`src/rtl/bff_pkg.sv`:
```
`timescale 1ns / 1ps
// Shared types, constants and helpers of the 3x3 box filter.
// Used by bff_front, bff_queue, bff_back and box_filter_three_by_three.
package bff_pkg;

	localparam int MAX_DIM   = 1024;
	localparam int MIN_DIM   = 2;
	localparam int DIM_W     = 11;
	localparam int COORD_W   = 10;
	localparam int CH_W      = 16;
	localparam int PIX_W     = 3 * CH_W;
	localparam int PART_W    = CH_W + 1;
	localparam int FULL_W    = CH_W + 2;
	localparam int SUM_W     = CH_W + 4;
	localparam int RECIP_W   = 23;
	localparam int RECIP_SH  = 24;
	localparam int PROD_W    = SUM_W + RECIP_W;
	localparam int QDEPTH    = 4;
	localparam int QPTR_W    = 2;
	localparam int QCNT_W    = 3;
	localparam logic [DIM_W-1:0] DIM_RESET = DIM_W'(32);

	// Per-channel column sums: three rows and the lower two rows.
	typedef struct packed {
		logic [2:0][FULL_W-1:0] full;
		logic [2:0][PART_W-1:0] part;
	} col_sum_t;

	typedef struct packed {
		col_sum_t            cur;
		col_sum_t            w1;
		col_sum_t            w2;
		logic [COORD_W-1:0]  row;
		logic [COORD_W-1:0]  col;
		logic                r_ge2;
		logic                c_ge2;
		logic                last_col;
		logic                last_row;
	} item_t;

	typedef enum logic [1:0] {
		RES_UL,
		RES_UR,
		RES_LL,
		RES_LR
	} res_kind_t;

	typedef enum logic [1:0] {
		DIV_4,
		DIV_6,
		DIV_9
	} div_t;

	function automatic logic [RECIP_W-1:0] recip(input div_t d);
		logic [RECIP_W-1:0] m;
		unique case (d)
			DIV_4:   m = RECIP_W'(4194304);
			DIV_6:   m = RECIP_W'(2796203);
			DIV_9:   m = RECIP_W'(1864136);
			default: m = RECIP_W'(4194304);
		endcase
		return m;
	endfunction

endpackage

```
`src/rtl/bff_back.sv`:
```
`timescale 1ns / 1ps
// Back part of the box filter: walks the results of each work item, adds the
// column sums and divides by 4, 6 or 9 through a reciprocal multiply. Uses bff_pkg.
module bff_back (
	input  logic                            clk,
	input  logic                            arst_n,
	input  logic                            q_not_empty,
	input  bff_pkg::item_t                  head,
	output logic                            pop,
	output logic                            m_tvalid,
	input  logic                            m_tready,
	output logic [bff_pkg::COORD_W-1:0]     row_out,
	output logic [bff_pkg::COORD_W-1:0]     col_out,
	output logic [2:0][bff_pkg::CH_W-1:0]   mean_out,
	output logic                            run_last,
	output logic                            frame_done
);

	bff_pkg::res_kind_t kind_q;
	bff_pkg::res_kind_t kind_d;
	bff_pkg::res_kind_t next_kind;
	logic               is_last;
	logic               en;
	logic               take;
	logic               use_full;
	logic               three_cols;
	bff_pkg::div_t      div_sel;
	logic [bff_pkg::COORD_W-1:0] row_res;
	logic [bff_pkg::COORD_W-1:0] col_res;
	logic [2:0][bff_pkg::SUM_W-1:0] sum;

	logic                              valid_s1;
	logic [2:0][bff_pkg::SUM_W-1:0]    sum_s1;
	bff_pkg::div_t                     div_s1;
	logic [bff_pkg::COORD_W-1:0]       row_s1;
	logic [bff_pkg::COORD_W-1:0]       col_s1;
	logic                              run_last_s1;
	logic                              frame_done_s1;
	logic [bff_pkg::RECIP_W-1:0]       recip_s1;
	logic [2:0][bff_pkg::PROD_W-1:0]   prod;

	logic                              valid_s2;
	logic [2:0][bff_pkg::CH_W-1:0]     mean_s2;
	logic [bff_pkg::COORD_W-1:0]       row_s2;
	logic [bff_pkg::COORD_W-1:0]       col_s2;
	logic                              run_last_s2;
	logic                              frame_done_s2;

	assign en   = !valid_s2 || m_tready;
	assign take = en && q_not_empty;
	assign pop  = take && is_last;

	always_comb begin
		next_kind = bff_pkg::RES_UL;
		is_last   = 1'b1;
		unique case (kind_q)
			bff_pkg::RES_UL: begin
				priority if (head.last_col) begin
					next_kind = bff_pkg::RES_UR;
					is_last   = 1'b0;
				end else if (head.last_row) begin
					next_kind = bff_pkg::RES_LL;
					is_last   = 1'b0;
				end
			end
			bff_pkg::RES_UR: begin
				if (head.last_row) begin
					next_kind = bff_pkg::RES_LL;
					is_last   = 1'b0;
				end
			end
			bff_pkg::RES_LL: begin
				if (head.last_col) begin
					next_kind = bff_pkg::RES_LR;
					is_last   = 1'b0;
				end
			end
			bff_pkg::RES_LR: begin
				is_last = 1'b1;
			end
			default: begin
				is_last = 1'b1;
			end
		endcase
	end

	always_comb begin
		kind_d = kind_q;
		if (take) begin
			kind_d = is_last ? bff_pkg::RES_UL : next_kind;
		end
	end

	always_comb begin
		use_full   = 1'b0;
		three_cols = 1'b0;
		row_res    = head.row;
		col_res    = head.col;
		unique case (kind_q)
			bff_pkg::RES_UL: begin
				use_full   = head.r_ge2;
				three_cols = head.c_ge2;
				row_res    = head.row - bff_pkg::COORD_W'(1);
				col_res    = head.col - bff_pkg::COORD_W'(1);
			end
			bff_pkg::RES_UR: begin
				use_full = head.r_ge2;
				row_res  = head.row - bff_pkg::COORD_W'(1);
			end
			bff_pkg::RES_LL: begin
				three_cols = head.c_ge2;
				col_res    = head.col - bff_pkg::COORD_W'(1);
			end
			bff_pkg::RES_LR: begin
				use_full = 1'b0;
			end
			default: begin
				use_full = 1'b0;
			end
		endcase
		if (use_full && three_cols) begin
			div_sel = bff_pkg::DIV_9;
		end else if (use_full || three_cols) begin
			div_sel = bff_pkg::DIV_6;
		end else begin
			div_sel = bff_pkg::DIV_4;
		end
		for (int k = 0; k < 3; k++) begin
			if (use_full) begin
				sum[k] = bff_pkg::SUM_W'(head.cur.full[k]) + bff_pkg::SUM_W'(head.w1.full[k])
					+ (three_cols ? bff_pkg::SUM_W'(head.w2.full[k]) : '0);
			end else begin
				sum[k] = bff_pkg::SUM_W'(head.cur.part[k]) + bff_pkg::SUM_W'(head.w1.part[k])
					+ (three_cols ? bff_pkg::SUM_W'(head.w2.part[k]) : '0);
			end
		end
	end

	assign recip_s1 = bff_pkg::recip(div_s1);

	always_comb begin
		for (int k = 0; k < 3; k++) begin
			prod[k] = bff_pkg::PROD_W'(sum_s1[k]) * bff_pkg::PROD_W'(recip_s1);
		end
	end

	always_ff @(posedge clk or negedge arst_n) begin
		if (!arst_n) begin
			kind_q   <= bff_pkg::RES_UL;
			valid_s1 <= 1'b0;
			valid_s2 <= 1'b0;
		end else begin
			kind_q <= kind_d;
			if (en) begin
				valid_s1 <= q_not_empty;
				valid_s2 <= valid_s1;
			end
		end
	end

	always_ff @(posedge clk) begin
		if (en) begin
			sum_s1        <= sum;
			div_s1        <= div_sel;
			row_s1        <= row_res;
			col_s1        <= col_res;
			run_last_s1   <= is_last;
			frame_done_s1 <= is_last && head.last_row && head.last_col;
			for (int k = 0; k < 3; k++) begin
				mean_s2[k] <= prod[k][bff_pkg::RECIP_SH +: bff_pkg::CH_W];
			end
			row_s2        <= row_s1;
			col_s2        <= col_s1;
			run_last_s2   <= run_last_s1;
			frame_done_s2 <= frame_done_s1;
		end
	end

	assign m_tvalid   = valid_s2;
	assign row_out    = row_s2;
	assign col_out    = col_s2;
	assign mean_out   = mean_s2;
	assign run_last   = run_last_s2;
	assign frame_done = frame_done_s2;

endmodule
```
`config.mk`:
```
export PLATFORM = sky130hd
export DESIGN_NAME = bff_back
export DESIGN_NICKNAME = d
export VERILOG_FILES = /design/src/rtl/bff_pkg.sv /design/src/rtl/bff_back.sv
export SDC_FILE = /design/constraint.sdc
export NUM_CORES = 2
export LEC_CHECK = 0
export ABC_AREA = 1
export ABC_CLOCK_PERIOD_IN_PS = 6700
export BUFFER_PORTS_ARGS = -buffer_cell sky130_fd_sc_hd__buf_2
export CAP_MARGIN = 20
export CORE_MARGIN = 4
export CORE_UTILIZATION = 58
export CTS_BUF_LIST = sky130_fd_sc_hd__clkbuf_4
export DETAILED_ROUTE_END_ITERATION = 10
export PLACE_DENSITY = 0.9
export SLEW_MARGIN = 40
export SYNTH_ARGS = -nofsm -noshare
export SYNTH_HDL_FRONTEND = slang
export SYNTH_SLANG_ARGS = --single-unit
```
`constraint.sdc`:
```
create_clock -name clk -period 6.7 [get_ports clk]
set_clock_uncertainty 0.2 [all_clocks]
set_input_delay 0.335 -clock clk [delete_from_list [all_inputs] [get_ports clk]]
set_output_delay 0.335 -clock clk [all_outputs]
set_load 0.02 [all_outputs]
```
==> impl_metrics.csv <==
group,metric,value,unit
status,status,"finished with violations",
status,violations,"negative setup slack",
critical_path,crit_top_cell,"fa_1",
floorplanning,die_y,292.1,um
critical_path,end_kind,"flop",
min_path,hold_class,"input port to flop",
timing,max_freq,0.1466,GHz
global_routing,grt_pass1_vias,44980,
global_routing,grt_use_total,0.3812,
route,viasPerCell,5.490,
global_routing,grt_max_degree,87,
synth,synth_edf_count,154,
floorplanning,core,79520,sq um
critical_path,max_stage_delay,590,ps
timing,tns,-1171,ps
cells_and_area,syn2layout_area_growth,22.50,%
cts,clock_sinks,158,
timing,rsz0062_at_grt,"true",
timing,fin_ws,-122.3,ps
synth,yosysTopAreaCell,"fa_1",
placement,hpwl,144.1,mm
placement,portBuffers,414,
min_path,holdCritStartpoint,"m_tready",
timing,maxSlewViolCount,0,
route,vias,44120,
synth,yosysMostFrequentCell,"inv_1",
critical_path,slowest_stage,"fa_2",
floorplanning,start_util,0.5888,
synth,synth_fp_nets,7806,
critical_path,crit_type,"flop to flop",
synth,ys_seq_area_frac,0.1009,
synth,synth_area_leaders,"fa_1, ha_1, inv_1",
route,drtIter0Drc,3754,
synth,synth_cells,6069,
synth,yosysTopAreaCellShare,0.3194,
synth,ys_top_cells_by_count,"inv_1, nand2_1, fa_1",
cells_and_area,utilization,0.7212,
timing,min_period,6822,ps
critical_path,path_max_fanout,6,
critical_path,reg2regPathDepth,25,
cells_and_area,fin_nets,8699,
timing,worst_pin_slew,868.4,ps
route,drtPass1Iterations,6,
placement,gp_congestion,1.085,
cts,numCtsBuffers,17,
global_routing,grt_pass1_wl,248.9,mm
synth,ys_warn_count,0,
timing,setup_violations,21,
synth,postSynthAreaPerCell,7.714,sq um
cells_and_area,drive_gt1_frac,0.2123,
critical_path,rr_endpoint,"mean_out[7]$_DFFE_PN_",
critical_path,cp-start-kind,"flop",
route,drt-wirelength-per-cell,21.28,um
cts,cts_root_buf,"clkbuf_4",
critical_path,worstPathArrival,7210,ps
job,drv_cap,0,
route,ant_nets,0,
synth,mappedNetlistArea,46810,sq um
min_path,whs_endpoint,"valid_s1$_DFFE_PN0N_",
global_routing,antenna_found_initial,13,
timing,hold_viol_final,0,
timing,finalCritPeriodShare,1.018,
synth,synth-seq-cells,158,
cts,cts_tree,"yes",
cts,cts_buffer_depth,2,
timing,slew_headroom,0.4211,
cts,clk_latency,850,ps
critical_path,r2r-start,"div_s1[1]$_SDFFCE_PP1N_",
synth,ys_types,45,
floorplanning,io-pin-count,415,
critical_path,reg2reg_setup_slack,-120,ps
cts,path_clk_slew,220,ps
min_path,hold_depth,4,
synth,yosys_most_used_dff,"edfxtp_1",
global_routing,grt_overflow,0,
critical_path,crit_required,7090,ps
floorplanning,rows,103,
route,drc_errors,0,
timing,holdWs,22.75,ps
synth,async_reset_ff_frac,0.02532,
floorplanning,dieArea,85330,sq um
cts,htreeDepth,4,
floorplanning,die_width,292.1,um
route,wirelength,171.0,mm
## state kept, by name (all words and copies together), names as in the netlist
name,count
run_last_s1,1
col_s1,10
row_out,10
row_s1,10
frame_done,1
mean_out,48
valid_s1,1
run_last,1
div_s1,2
sum_s1,60
m_tvalid,1
kind_q,2
frame_done_s1,1
col_out,10
## timing repair
| item | CTS | global route |
|---|---|---|
| gates cloned | 1 | 4 |
| hold buffers | 83 | 0 |
| gates resized for setup | 45 | 695 |
| pin swaps | 3 | 170 |
| hold endpoints to repair | 52 | 0 |
| setup endpoints to repair | 47 | 48 |
| buffers inserted | 4 | 32 |
## area by class of cell
| class | count | area (sq um) |
|---|---|---|
| diodes | 11 | 27.53 |
| clock buffers | 17 | 127.6 |
| clock inverters | 15 | 211.5 |
| fillers | 5982 | 22170 |
| inverters | 1741 | 6549 |
| multi-input cells | 4120 | 37990 |
| flip-flops and latches | 158 | 4725 |
| well taps | 1050 | 1314 |
| repair buffers | 924 | 6405 |
## how the worst max path moves through the flow
stage | end | slack (ps) | from | cells past startpoint
floorplan | mean_out[18]$_DFFE_PN_ | 120 | div_s1[1]$_SDFFCE_PP1N_ | 29
global placement | mean_out[46]$_DFFE_PN_ | -120 | div_s1[0]$_SDFFCE_PP0N_ | 23
detailed placement | mean_out[8]$_DFFE_PN_ | -200 | div_s1[1]$_SDFFCE_PP1N_ | 24
CTS | mean_out[46]$_DFFE_PN_ | -40 | div_s1[1]$_SDFFCE_PP1N_ | 25
global route | mean_out[11]$_DFFE_PN_ | -330 | div_s1[1]$_SDFFCE_PP1N_ | 26
finish | mean_out[7]$_DFFE_PN_ | -120 | div_s1[1]$_SDFFCE_PP1N_ | 25
## worst max-delay path, delay by kind of cell (launching register included)
| kind | cells | cell delay [ps] |
|---|---|---|
| adders and majority gates | 9 | 4330 |
| and+or+nand+nor | 7 | 490 |
| AOI/OAI and AO/OA | 2 | 330 |
| buffers and inverters | 7 | 710 |
| DFF | 1 | 510 |
## metal layers
| metal | GRT usage | part of all wire |
|---|---|---|
| met5 | 0 | 0.00015 |
| met4 | 0.1682 | 0.058 |
| met3 | 0.09507 | 0.11 |
| met2 | 0.6018 | 0.45 |
| met1 | 0.5006 | 0.38 |
## layout by cell type (no fill, tap or decap), drive strengths merged, types with 83 or more instances in the layout
cell	instances
a21oi	239
buf	837
dlygate4sd3	83
edfxtp	154
fa	747
ha	647
inv	1745
nand2	1313
nand3	219
nor2	492
o21ai	149
## cells by family after synthesis
kind of cell | synth area share
adders and majority gates | 0.4924
buffers and inverters | 0.1450
DFF | 0.1009
muxes | 0.001283
and+or+nand+nor | 0.1909
xor gates and xnor gates | 0.01572
AOI/OAI and AO/OA | 0.05385
## through the flow
step / instances / area, sq um / setup WS, ps
4_1_cts: 7993 / 54370 / -43.05
5_1_grt: 8035 / 57350 / -327.7
3_3_place_gp: 7873 / 52960 / -115.4
3_5_place_dp: 7873 / 52960 / -203.3
6_report: 8036 / 57350 / -122.3
2_1_floorplan: 6069 / 46810 / 118.9
Power is not shown: default switching activity piles up to over one toggle a cycle in this logic, so the estimate is an artifact.
